==> src/hdl/color_key_centroid_macros.svh <==
// Assertion helpers for the color key centroid block.
// All of them sample on clk and are disabled while rst_n is low.
`ifndef COLOR_KEY_CENTROID_MACROS_SVH
`define COLOR_KEY_CENTROID_MACROS_SVH

// Same-cycle implication.
`define CKC_ASSERT_IMPLY(lbl, ante, cons) \
    lbl: assert property (@(posedge clk) disable iff (!rst_n) (ante) |-> (cons)) \
        else $error("ckc assertion failed");

// Next-cycle implication.
`define CKC_ASSERT_NEXT(lbl, ante, cons) \
    lbl: assert property (@(posedge clk) disable iff (!rst_n) (ante) |=> (cons)) \
        else $error("ckc assertion failed");

`endif

==> src/hdl/ckc_pkg.sv <==
package ckc_pkg;

    localparam int PIX_W      = 8;
    localparam int COL_W      = 12;
    localparam int WID_W      = 13;
    localparam int CNT_W      = 25;
    localparam int SUM_W      = 37;
    localparam int QUO_W      = 12;
    localparam int STEP_W     = 4;
    localparam int CX_W       = 13;
    localparam int CY_W       = 14;
    localparam int CFG_IDX_W  = 3;
    localparam int CFG_DATA_W = 25;
    localparam int BOUND_W    = 24;
    localparam int ORG_W      = 12;

    localparam logic [WID_W-1:0] MAX_WIDTH   = 13'd4096;
    localparam logic [COL_W-1:0] ROW_MAX     = 12'd4095;
    localparam logic [CNT_W-1:0] COUNT_MAX   = 25'h1FF_FFFF;
    localparam logic [CY_W-1:0]  Y_OFFSET    = 14'd22;
    localparam logic [STEP_W-1:0] LAST_STEP  = 4'd11;

    localparam logic [BOUND_W-1:0] LOWER_RESET = 24'h00_0000;
    localparam logic [BOUND_W-1:0] UPPER_RESET = 24'hFF_FFFF;
    localparam logic [WID_W-1:0]   WIDTH_RESET = 13'd640;

    typedef enum logic [CFG_IDX_W-1:0] {
        REG_LOWER_BOUND  = 3'd0,
        REG_UPPER_BOUND  = 3'd1,
        REG_MIN_COUNT    = 3'd2,
        REG_ORIGIN_X     = 3'd3,
        REG_ORIGIN_Y     = 3'd4,
        REG_REGION_WIDTH = 3'd5
    } reg_idx_t;

    typedef struct packed {
        logic [BOUND_W-1:0] lower_bound;
        logic [BOUND_W-1:0] upper_bound;
        logic [CNT_W-1:0]   min_count;
        logic [ORG_W-1:0]   origin_x;
        logic [ORG_W-1:0]   origin_y;
        logic [WID_W-1:0]   region_width;
    } cfg_t;

    // One finished region, handed from the accumulator to the divider.
    typedef struct packed {
        logic             found;
        logic [CNT_W-1:0] count;
        logic [SUM_W-1:0] sum_x;
        logic [SUM_W-1:0] sum_y;
    } job_t;

    typedef struct packed {
        logic not_empty;
        logic full;
    } qstat_t;

endpackage

==> src/hdl/ckc_ifs.sv <==
interface ckc_pix_if;
    logic                       valid;
    logic                       ready;
    logic [ckc_pkg::PIX_W-1:0]  blue;
    logic [ckc_pkg::PIX_W-1:0]  green;
    logic [ckc_pkg::PIX_W-1:0]  red;
    logic                       last_pixel;

    modport source (output valid, blue, green, red, last_pixel, input ready);
    modport sink   (input valid, blue, green, red, last_pixel, output ready);
endinterface

interface ckc_res_if;
    logic                       valid;
    logic                       ready;
    logic                       found;
    logic [ckc_pkg::CX_W-1:0]   center_x;
    logic [ckc_pkg::CY_W-1:0]   center_y;
    logic [ckc_pkg::CNT_W-1:0]  match_count;

    modport source (output valid, found, center_x, center_y, match_count, input ready);
    modport sink   (input valid, found, center_x, center_y, match_count, output ready);
endinterface

==> src/hdl/ckc_front.sv <==
module ckc_front
(
    input  logic                 clk,
    input  logic                 rst_n,
    input  ckc_pkg::cfg_t        cfg,
    input  ckc_pkg::qstat_t      qstat,
    ckc_pix_if.sink              pixel,
    output logic                 push,
    output ckc_pkg::job_t        push_job
);

    logic [ckc_pkg::COL_W-1:0] column_reg, column_next;
    logic [ckc_pkg::COL_W-1:0] row_reg, row_next;
    logic [ckc_pkg::CNT_W-1:0] count_reg, count_next, count_upd;
    logic [ckc_pkg::SUM_W-1:0] sum_x_reg, sum_x_next, sum_x_upd;
    logic [ckc_pkg::SUM_W-1:0] sum_y_reg, sum_y_next, sum_y_upd;
    logic [ckc_pkg::WID_W-1:0] eff_width;
    logic [ckc_pkg::WID_W-1:0] col_inc;
    logic                      accept;
    logic                      hit;

    assign pixel.ready = !qstat.full;
    assign accept      = pixel.valid && pixel.ready;

    always_comb
    begin
        hit = (pixel.blue  >= cfg.lower_bound[7:0])   && (pixel.blue  <= cfg.upper_bound[7:0])
           && (pixel.green >= cfg.lower_bound[15:8])  && (pixel.green <= cfg.upper_bound[15:8])
           && (pixel.red   >= cfg.lower_bound[23:16]) && (pixel.red   <= cfg.upper_bound[23:16])
           && (count_reg != ckc_pkg::COUNT_MAX);

        count_upd = count_reg;
        sum_x_upd = sum_x_reg;
        sum_y_upd = sum_y_reg;
        if (hit)
        begin
            count_upd = count_reg + ckc_pkg::CNT_W'(1);
            sum_x_upd = sum_x_reg + ckc_pkg::SUM_W'(column_reg);
            sum_y_upd = sum_y_reg + ckc_pkg::SUM_W'(row_reg);
        end

        // Clamp the row length into 1..MAX_WIDTH.
        if (cfg.region_width == '0)
            eff_width = ckc_pkg::WID_W'(1);
        else if (cfg.region_width > ckc_pkg::MAX_WIDTH)
            eff_width = ckc_pkg::MAX_WIDTH;
        else
            eff_width = cfg.region_width;

        col_inc = {1'b0, column_reg} + ckc_pkg::WID_W'(1);

        column_next = column_reg;
        row_next    = row_reg;
        count_next  = count_reg;
        sum_x_next  = sum_x_reg;
        sum_y_next  = sum_y_reg;
        if (accept)
        begin
            if (pixel.last_pixel)
            begin
                column_next = '0;
                row_next    = '0;
                count_next  = '0;
                sum_x_next  = '0;
                sum_y_next  = '0;
            end
            else
            begin
                count_next = count_upd;
                sum_x_next = sum_x_upd;
                sum_y_next = sum_y_upd;
                if (col_inc >= eff_width)
                begin
                    column_next = '0;
                    if (row_reg < ckc_pkg::ROW_MAX)
                        row_next = row_reg + ckc_pkg::COL_W'(1);
                end
                else
                begin
                    column_next = col_inc[ckc_pkg::COL_W-1:0];
                end
            end
        end
    end

    assign push           = accept && pixel.last_pixel;
    assign push_job.found = (count_upd > cfg.min_count) && (count_upd != '0);
    assign push_job.count = count_upd;
    assign push_job.sum_x = sum_x_upd;
    assign push_job.sum_y = sum_y_upd;

    always_ff @(posedge clk or negedge rst_n)
    begin
        if (!rst_n)
        begin
            column_reg <= '0;
            row_reg    <= '0;
            count_reg  <= '0;
            sum_x_reg  <= '0;
            sum_y_reg  <= '0;
        end
        else
        begin
            column_reg <= column_next;
            row_reg    <= row_next;
            count_reg  <= count_next;
            sum_x_reg  <= sum_x_next;
            sum_y_reg  <= sum_y_next;
        end
    end

endmodule

==> src/hdl/ckc_queue.sv <==
module ckc_queue
(
    input  logic               clk,
    input  logic               rst_n,
    input  logic               push,
    input  ckc_pkg::job_t      push_job,
    input  logic               pop,
    output ckc_pkg::job_t      head,
    output ckc_pkg::qstat_t    qstat
);

    ckc_pkg::job_t mem [2];
    logic       wr_ptr_reg, wr_ptr_next;
    logic       rd_ptr_reg, rd_ptr_next;
    logic [1:0] fill_reg, fill_next;
    logic       do_push;
    logic       do_pop;

    assign qstat.not_empty = (fill_reg != 2'd0);
    assign qstat.full      = (fill_reg == 2'd2);
    assign do_push         = push && !qstat.full;
    assign do_pop          = pop && qstat.not_empty;
    assign head            = mem[rd_ptr_reg];

    always_comb
    begin
        wr_ptr_next = wr_ptr_reg ^ do_push;
        rd_ptr_next = rd_ptr_reg ^ do_pop;
        fill_next   = fill_reg + {1'b0, do_push} - {1'b0, do_pop};
    end

    always_ff @(posedge clk)
    begin
        if (do_push)
            mem[wr_ptr_reg] <= push_job;
    end

    always_ff @(posedge clk or negedge rst_n)
    begin
        if (!rst_n)
        begin
            wr_ptr_reg <= 1'b0;
            rd_ptr_reg <= 1'b0;
            fill_reg   <= 2'd0;
        end
        else
        begin
            wr_ptr_reg <= wr_ptr_next;
            rd_ptr_reg <= rd_ptr_next;
            fill_reg   <= fill_next;
        end
    end

endmodule

==> src/hdl/ckc_back.sv <==
module ckc_back
(
    input  logic               clk,
    input  logic               rst_n,
    input  ckc_pkg::cfg_t      cfg,
    input  ckc_pkg::qstat_t    qstat,
    input  ckc_pkg::job_t      head,
    output logic               pop,
    ckc_res_if.source          result
);

    typedef enum logic [2:0] {
        ST_IDLE = 3'b001,
        ST_DIV  = 3'b010,
        ST_OUT  = 3'b100
    } state_t;

    localparam int REM_W = ckc_pkg::CNT_W;
    localparam int Q_W   = ckc_pkg::QUO_W;

    // One restoring step: shift in the next dividend bit, subtract if it fits.
    // The low word carries the remaining dividend bits out the top and takes
    // quotient bits in at the bottom.
    function automatic logic [REM_W+Q_W-1:0] div_step(
        input logic [REM_W-1:0] rem,
        input logic [Q_W-1:0]   low,
        input logic [REM_W-1:0] dvsr
    );
        logic [REM_W:0]   trial;
        logic [REM_W:0]   diff;
        logic [REM_W-1:0] rem_new;
        logic             qbit;
        trial = {rem, low[Q_W-1]};
        diff  = trial - {1'b0, dvsr};
        qbit  = (trial >= {1'b0, dvsr});
        rem_new = qbit ? diff[REM_W-1:0] : trial[REM_W-1:0];
        return {rem_new, low[Q_W-2:0], qbit};
    endfunction

    state_t state_reg, state_next;
    logic [ckc_pkg::STEP_W-1:0] step_reg, step_next;
    logic [REM_W-1:0] rem_x_reg, rem_y_reg, dvsr_reg;
    logic [Q_W-1:0]   low_x_reg, low_y_reg;
    logic [REM_W+Q_W-1:0] nx, ny;

    logic                      found_reg;
    logic [ckc_pkg::CX_W-1:0]  cx_reg;
    logic [ckc_pkg::CY_W-1:0]  cy_reg;
    logic [ckc_pkg::CNT_W-1:0] mcount_reg;

    assign pop = (state_reg == ST_IDLE) && qstat.not_empty;

    assign nx = div_step(rem_x_reg, low_x_reg, dvsr_reg);
    assign ny = div_step(rem_y_reg, low_y_reg, dvsr_reg);

    always_comb
    begin
        state_next = state_reg;
        step_next  = step_reg;
        case (state_reg)
            ST_IDLE:
            begin
                if (pop)
                begin
                    step_next  = '0;
                    state_next = head.found ? ST_DIV : ST_OUT;
                end
            end
            ST_DIV:
            begin
                step_next = step_reg + ckc_pkg::STEP_W'(1);
                if (step_reg == ckc_pkg::LAST_STEP)
                    state_next = ST_OUT;
            end
            ST_OUT:
            begin
                if (result.ready)
                    state_next = ST_IDLE;
            end
            default:
            begin
                state_next = ST_IDLE;
            end
        endcase
    end

    always_ff @(posedge clk or negedge rst_n)
    begin
        if (!rst_n)
        begin
            state_reg <= ST_IDLE;
            step_reg  <= '0;
        end
        else
        begin
            state_reg <= state_next;
            step_reg  <= step_next;
        end
    end

    // Datapath: no reset needed.
    always_ff @(posedge clk)
    begin
        if (pop)
        begin
            // Mean never exceeds the largest coordinate, so the upper dividend
            // bits are already below the divisor.
            rem_x_reg  <= head.sum_x[ckc_pkg::SUM_W-1:Q_W];
            low_x_reg  <= head.sum_x[Q_W-1:0];
            rem_y_reg  <= head.sum_y[ckc_pkg::SUM_W-1:Q_W];
            low_y_reg  <= head.sum_y[Q_W-1:0];
            dvsr_reg   <= head.count;
            found_reg  <= head.found;
            mcount_reg <= head.count;
            cx_reg     <= '0;
            cy_reg     <= '0;
        end
        else if (state_reg == ST_DIV)
        begin
            rem_x_reg <= nx[REM_W+Q_W-1:Q_W];
            low_x_reg <= nx[Q_W-1:0];
            rem_y_reg <= ny[REM_W+Q_W-1:Q_W];
            low_y_reg <= ny[Q_W-1:0];
            if (step_reg == ckc_pkg::LAST_STEP)
            begin
                cx_reg <= {1'b0, cfg.origin_x} + {1'b0, nx[Q_W-1:0]};
                cy_reg <= {2'b0, cfg.origin_y} + {2'b0, ny[Q_W-1:0]} + ckc_pkg::Y_OFFSET;
            end
        end
    end

    assign result.valid       = (state_reg == ST_OUT);
    assign result.found       = found_reg;
    assign result.center_x    = cx_reg;
    assign result.center_y    = cy_reg;
    assign result.match_count = mcount_reg;

endmodule

==> src/hdl/color_key_centroid.sv <==
// Color key centroid over one region of interest.
//
// pixel  : sink channel, one word per pixel (blue, green, red, last_pixel),
//          in raster order; last_pixel closes the region.
// result : source channel, one word per region: found, center_x, center_y,
//          match_count. Centers read 0 when the region is not found.
// cfg_*  : write port for bounds, min_count, origin and region width; write
//          only while no region is in flight.
//
// Throughput: one pixel per cycle while the two-entry region queue has room.
// After its last pixel is taken, a region waits in the queue until the divider
// is idle and takes it; a found region then runs 12 restoring divide steps,
// x and y means side by side, before its word appears; a region that is not
// found goes straight to the output word.
// The divider takes one region at a time, so closely spaced regions queue up
// and pixel.ready drops only while the queue is full.
// Reset clears the pixel counters, the queue and the divider, and loads the
// register defaults (full color band, width 640). A stalled result word is
// held until taken; pixels keep flowing until the queue fills behind it.
`include "color_key_centroid_macros.svh"

module color_key_centroid
(
    input  logic                              clk,
    input  logic                              rst_n,
    input  logic                              cfg_write,
    input  logic [ckc_pkg::CFG_IDX_W-1:0]     cfg_index,
    input  logic [ckc_pkg::CFG_DATA_W-1:0]    cfg_data,
    ckc_pix_if.sink                           pixel,
    ckc_res_if.source                         result
);

    ckc_pkg::cfg_t   cfg_reg;
    ckc_pkg::qstat_t qstat;
    ckc_pkg::job_t   push_job;
    ckc_pkg::job_t   head;
    logic            push;
    logic            pop;

    // Register file; unknown indexes drop the write.
    always_ff @(posedge clk or negedge rst_n)
    begin
        if (!rst_n)
        begin
            cfg_reg.lower_bound  <= ckc_pkg::LOWER_RESET;
            cfg_reg.upper_bound  <= ckc_pkg::UPPER_RESET;
            cfg_reg.min_count    <= '0;
            cfg_reg.origin_x     <= '0;
            cfg_reg.origin_y     <= '0;
            cfg_reg.region_width <= ckc_pkg::WIDTH_RESET;
        end
        else if (cfg_write)
        begin
            case (cfg_index)
                ckc_pkg::REG_LOWER_BOUND:
                    cfg_reg.lower_bound  <= cfg_data[ckc_pkg::BOUND_W-1:0];
                ckc_pkg::REG_UPPER_BOUND:
                    cfg_reg.upper_bound  <= cfg_data[ckc_pkg::BOUND_W-1:0];
                ckc_pkg::REG_MIN_COUNT:
                    cfg_reg.min_count    <= cfg_data[ckc_pkg::CNT_W-1:0];
                ckc_pkg::REG_ORIGIN_X:
                    cfg_reg.origin_x     <= cfg_data[ckc_pkg::ORG_W-1:0];
                ckc_pkg::REG_ORIGIN_Y:
                    cfg_reg.origin_y     <= cfg_data[ckc_pkg::ORG_W-1:0];
                ckc_pkg::REG_REGION_WIDTH:
                    cfg_reg.region_width <= cfg_data[ckc_pkg::WID_W-1:0];
                default:
                begin
                end
            endcase
        end
    end

    // Front: match and accumulate, hand off each closed region.
    ckc_front u_front
    (
        .clk      (clk),
        .rst_n    (rst_n),
        .cfg      (cfg_reg),
        .qstat    (qstat),
        .pixel    (pixel),
        .push     (push),
        .push_job (push_job)
    );

    // Decouple the pixel side from the divider.
    ckc_queue u_queue
    (
        .clk      (clk),
        .rst_n    (rst_n),
        .push     (push),
        .push_job (push_job),
        .pop      (pop),
        .head     (head),
        .qstat    (qstat)
    );

    // Back: divide the sums and hold the result word.
    ckc_back u_back
    (
        .clk    (clk),
        .rst_n  (rst_n),
        .cfg    (cfg_reg),
        .qstat  (qstat),
        .head   (head),
        .pop    (pop),
        .result (result)
    );

    `CKC_ASSERT_IMPLY(a_not_found_zero, result.valid && !result.found,
        result.center_x == '0 && result.center_y == '0)
    `CKC_ASSERT_IMPLY(a_found_sane, result.valid && result.found,
        result.match_count != '0 && result.center_y >= ckc_pkg::Y_OFFSET)
    `CKC_ASSERT_NEXT(a_region_queued, pixel.valid && pixel.ready && pixel.last_pixel,
        qstat.not_empty || result.valid)

endmodule

==> src/flat_wrapper.sv <==
// flat-port wrapper written by rule: the top's interface ports become plain ports
module color_key_centroid_flat 
  (clk, rst_n, cfg_write, cfg_index, cfg_data, pixel_valid, pixel_blue, pixel_green, pixel_red, pixel_last_pixel, pixel_ready, result_valid, result_found, result_center_x, result_center_y, result_match_count, result_ready);
  ckc_pix_if pixel_i ();
  ckc_res_if result_i ();
  input  logic clk;
  input  logic rst_n;
  input  logic cfg_write;
  input  logic [ckc_pkg::CFG_IDX_W-1:0] cfg_index;
  input  logic [ckc_pkg::CFG_DATA_W-1:0] cfg_data;
  input wire logic [$bits(pixel_i.valid)-1:0] pixel_valid;
  input wire logic [$bits(pixel_i.blue)-1:0] pixel_blue;
  input wire logic [$bits(pixel_i.green)-1:0] pixel_green;
  input wire logic [$bits(pixel_i.red)-1:0] pixel_red;
  input wire logic [$bits(pixel_i.last_pixel)-1:0] pixel_last_pixel;
  output wire logic [$bits(pixel_i.ready)-1:0] pixel_ready;
  output wire logic [$bits(result_i.valid)-1:0] result_valid;
  output wire logic [$bits(result_i.found)-1:0] result_found;
  output wire logic [$bits(result_i.center_x)-1:0] result_center_x;
  output wire logic [$bits(result_i.center_y)-1:0] result_center_y;
  output wire logic [$bits(result_i.match_count)-1:0] result_match_count;
  input wire logic [$bits(result_i.ready)-1:0] result_ready;
  assign pixel_i.valid = pixel_valid;
  assign pixel_i.blue = pixel_blue;
  assign pixel_i.green = pixel_green;
  assign pixel_i.red = pixel_red;
  assign pixel_i.last_pixel = pixel_last_pixel;
  assign pixel_ready = pixel_i.ready;
  assign result_valid = result_i.valid;
  assign result_found = result_i.found;
  assign result_center_x = result_i.center_x;
  assign result_center_y = result_i.center_y;
  assign result_match_count = result_i.match_count;
  assign result_i.ready = result_ready;
  color_key_centroid u_core (.clk(clk), .rst_n(rst_n), .cfg_write(cfg_write), .cfg_index(cfg_index), .cfg_data(cfg_data), .pixel(pixel_i), .result(result_i));
endmodule
==> config.mk <==
export PLATFORM = sky130hd
export DESIGN_NAME = color_key_centroid_flat
export DESIGN_NICKNAME = d
export VERILOG_FILES = /design/src/hdl/ckc_pkg.sv /design/src/hdl/ckc_ifs.sv /design/src/hdl/ckc_front.sv /design/src/hdl/ckc_queue.sv /design/src/hdl/ckc_back.sv /design/src/hdl/color_key_centroid.sv /design/src/flat_wrapper.sv
export VERILOG_INCLUDE_DIRS = /design/src /design/src/hdl
export SDC_FILE = /design/constraint.sdc
export NUM_CORES = 1
export LEC_CHECK = 0
export ABC_AREA = 1
export BUFFER_PORTS_ARGS = -buffer_cell sky130_fd_sc_hd__buf_2
export CAP_MARGIN = 25
export CORE_MARGIN = 5
export CORE_UTILIZATION = 40
export DETAILED_ROUTE_END_ITERATION = 12
export GPL_ROUTABILITY_DRIVEN = 0
export PLACE_DENSITY = 0.55
export SETUP_SLACK_MARGIN = 0.05
export SYNTH_ARGS = -nofsm -noshare
export SYNTH_HDL_FRONTEND = slang
export SYNTH_SLANG_ARGS = --single-unit
==> constraint.sdc <==
create_clock -name clk -period 12.3 [get_ports clk]
set_input_delay 1.23 -clock clk [delete_from_list [all_inputs] [get_ports clk]]
set_output_delay 1.23 -clock clk [all_outputs]
set_load 0.01 [all_outputs]
==> key figures <==
Route
  • Drt wl/cell: roughly 19 um
  • Vias: between 20k and 30k
  • DRT antenna net count: 0
  • Avg Vias per Cell: between 5 and 6
  • Remaining DRCs: 0
  • Drt first pass iters: 7
  • Initial drt markers: approximately 2.0k
  • Final wirelength: 91.9 mm

Clocking
  • CTS Buf Count: between 60 and 70
  • # Post-CTS Setup Buffers: 0
  • Clk sinks: ~570
  • Clock root buffer: clkbuf_16
  • Cts repair resizes: 0
  • Clock slew at reported path FFs: around 60 ps
  • Skew-Pair Late Insertion Delay: just over 600 ps
  • Cts hold-fix bufs: 0
  • CTS tree: done
  • H-Tree Depth: 3
  • Clock Path Buffers: 3

Placed design
  • Worst slack at placement: about 7200 ps
  • I/O Buffers: between 100 and 150
  • DP HPWL: ~68 mm

Final layout
  • Register area: about 0.016 sq mm
  • P&R area growth vs syn: 12.2%
  • Layout cells sized above 1: 0.0852
  • Fillers: roughly 8.0k
  • Fin nets: between 4k and 5k
  • Final Core Density: 0.450
  • Multi-input logic area: between 0.01 and 0.015 sq mm
  • Max reg flops: 200

Power and ir drop
  • Max IR drop VDD: about 0.12 mV
  • Pleak: around 17 nW
  • Total power: 8.59 mW
  • Pwr dens: roughly 240 mW/mm^2

Global route
  • First-pass GRT wire length: between 100 and 150 mm
  • Grt ovf: 0
  • Vias in the first global route: 24.1k
  • Gr usage total: 0.209
  • Largest net degree at the start of global routing: 105
  • Initial antenna violation count: 4

Critical path
  • Crit-path max cell delay: 470 ps
  • Flop2flop setup slack: between 7000 and 8000 ps
  • Worst EP arrival: approximately 5500 ps
  • Worst r2r path cells: 21
  • Crit Path Category: reg -> reg
  • CP endpoint kind: register
  • Reg-to-reg critical path startpoint: u_core.u_back.result.match_count[0]
  • RR Endpoint: u_core.u_back.result.center_y[13]
  • CP Cell Sequence: ha_1 > fa_1 > o21ai_1 > a21oi_1 > o21ai_1 > nand4_1 > nand3_1 > buf_4 > ha_1 > ha_1 > inv_1 > fa_1 > inv_1 > a31oi_1 > o21bai_1 > a21o_1 > a21oi_1 > or2_2 > inv_1 > o21ai_0 > a21oi_1
  • Max stage delay cell, worst path: buf_4
  • CP Max Fanout: 30
  • Critical Path RT: between 10000 and 15000 ps
  • Worst setup SP type: register

Yosys
  • Cell Area, Synth: approximately 0.032 sq mm
  • Mapped Avg Cell Area: 8.63 sq um
  • Synth Register Bits: ~570
  • Primary FF master, synth: edfxtp_1
  • Post-synth ARST share: 0.427
  • Synth warn: 0
  • Cell count after synthesis: about 3.7k
  • Syn Nets: approximately 4k
  • Number of flops mapped to enable cells by yosys: 300
  • Post-synth cell types: between 50 and 60
  • Sequential fraction of the synthesis area: 0.488

Floorplanning
  • Full die area: approximately 0.086 sq mm
  • Core Area: approximately 0.08 sq mm
  • Die Height: 294 um
  • Die width: a little under 300 um
  • Starting Density: 0.401
  • # IOs: 113
  • FP Rows: 104

STA
  • Setup TNS: 0 ps
  • Slew @ Worst Pin: 1070 ps
  • Crit share post-route: 0.400
  • Min Hold Slack: approximately 480 ps
  • RSZ-0062 raised after global routing: false
  • Setup violators final: 0
  • Final Max Slew Viols: 0
  • Minimum clock period: between 4000 and 5000 ps
  • Skew final: 27.3 ps
  • Worst rel slew slack: 0.279
  • Fmax: roughly 200 MHz
  • Setup ws final: approximately 7400 ps
  • Fin. Hold Viols: 0

Outcome
  • Outcome: complete, no violations

Hold path
  • Hold depth: 2
  • Type of the worst min-delay path: reg -> reg
  • Hold path start: u_core.u_back.result.center_y[13]
  • Worst hold endpoint: u_core.u_back.result.center_y[13]

Job
  • MaxCap Viol Count: 0
-- cells in the mapped netlist, drive strengths merged (2+ instances only) --
cell,n,area share
o21ai,357,0.056
clkbuf,92,0.011
o221ai,7,0.0019
nand3,102,0.016
nor3b,2,0.00047
o22ai,51,0.0099
nand2,932,0.11
o211ai,24,0.0056
a32oi,12,0.0033
a21boi,9,0.0021
dfstp,27,0.022
o21bai,11,0.0027
or2,19,0.0037
inv,495,0.058
clkinv,2,0.00023
a21o,12,0.0028
edfxtp,300,0.28
xor2,112,0.030
buf,23,0.0041
a211oi,7,0.0016
nor4,13,0.0025
ha,203,0.079
fa,6,0.0037
nor2,257,0.031
o21a,13,0.0030
a21oi,170,0.027
mux2i,17,0.0053
xnor2,31,0.0084
o31ai,24,0.0056
a31oi,11,0.0021
and3,3,0.00058
nand4,67,0.013
and2,2,0.00039
dfxtp,27,0.017
nand3b,6,0.0014
dfrtp,217,0.17
nor3,60,0.0096
-- layer usage --
metal,wire (um),track usage,up-vias
met4,1600,0.0457,0
met3,4950,0.0299,91
met5,0,0,-
met2,40900,0.325,582
met1,44500,0.313,12100
li1,-,-,12700
-- per-stage QoR --
stage	std cells	instance area, sq um
after floorplan	3728	32200
after global placement	4810	33800
after detailed placement	4810	33800
after CTS	4933	36100
after global routing	4934	36100
final	4935	36100
-- placed cells by master, fill, tap and decap left out, types with 8 or more instances in the layout --
master	n
o21ai_0	285
clkinv_1	11
clkinv_2	17
o21ai_1	65
nand3_1	99
dfstp_2	27
a32oi_1	12
ha_1	201
inv_2	8
o211ai_1	24
o21bai_1	10
o21a_1	13
dfxtp_1	27
inv_1	485
buf_4	25
clkbuf_16	68
nand2_1	930
nor4_1	13
o31ai_1	24
a21o_1	12
xor2_1	112
o22ai_1	51
mux2i_1	17
a21oi_1	169
edfxtp_1	300
buf_2	111
a31oi_1	11
nand4_1	67
nor3_1	58
or2_2	19
dfrtp_1	216
nor2_1	250
xnor2_1	31
-- worst max path at each step --
stage / startpoint / endpoint / slack, ps / cells past startpoint
final: u_core.u_back.result.match_count[0] / u_core.u_back.result.center_y[13] / 7390 / 21
after global routing: u_core.u_back.result.match_count[0] / u_core.u_back.result.center_y[13] / 6940 / 21
after CTS: u_core.u_back.result.match_count[0] / u_core.u_back.result.center_y[13] / 7400 / 21
after detailed placement: pixel_blue[7] / u_core.u_queue.mem[0][99] / 7180 / 26
after global placement: pixel_blue[7] / u_core.u_queue.mem[0][99] / 7210 / 26
after floorplan: pixel_valid / u_core.u_queue.mem[1][0] / 7820 / 3
-- cell families after synthesis --
| group | after synthesis | share of synthesized area |
|---|---|---|
| multiplexers | 17 | 0.00529 |
| AO/OA/AOI/OAI | 713 | 0.125 |
| XOR/XNOR | 143 | 0.0389 |
| flip-flops | 571 | 0.488 |
| AND/OR/NAND/NOR | 1463 | 0.188 |
| buffers and inverters | 612 | 0.0728 |
| adder cells (fa/ha/maj) | 209 | 0.0827 |
-- cell type report --
cell class                 count  area share
clock inverter                47      0.0135
antenna                        1   0.0000693
sequential                   571       0.435
timing repair buffer         138      0.0216
clock buffer                  76      0.0488
tap                         1060      0.0367
multi-input combinational   2545       0.393
inverter                     497      0.0518
-- where the power goes --
part | switching [mW] | internal [mW]
clock | 0.843 | 1.18
combinational | 2.45 | 1.23
sequential | 0.273 | 2.62
total | 3.56 | 5.03
-- worst max-delay path: cells and delay by family, from the launching register on --
kind                       cells  cell delay [ps]
adders and majority gates      5             1460
DFF                            1              430
buffers and inverters          4              650
AOI/OAI and AO/OA              9             1460
and+or+nand+nor                3              820
Note: power is estimated with default switching activity, not from simulation.
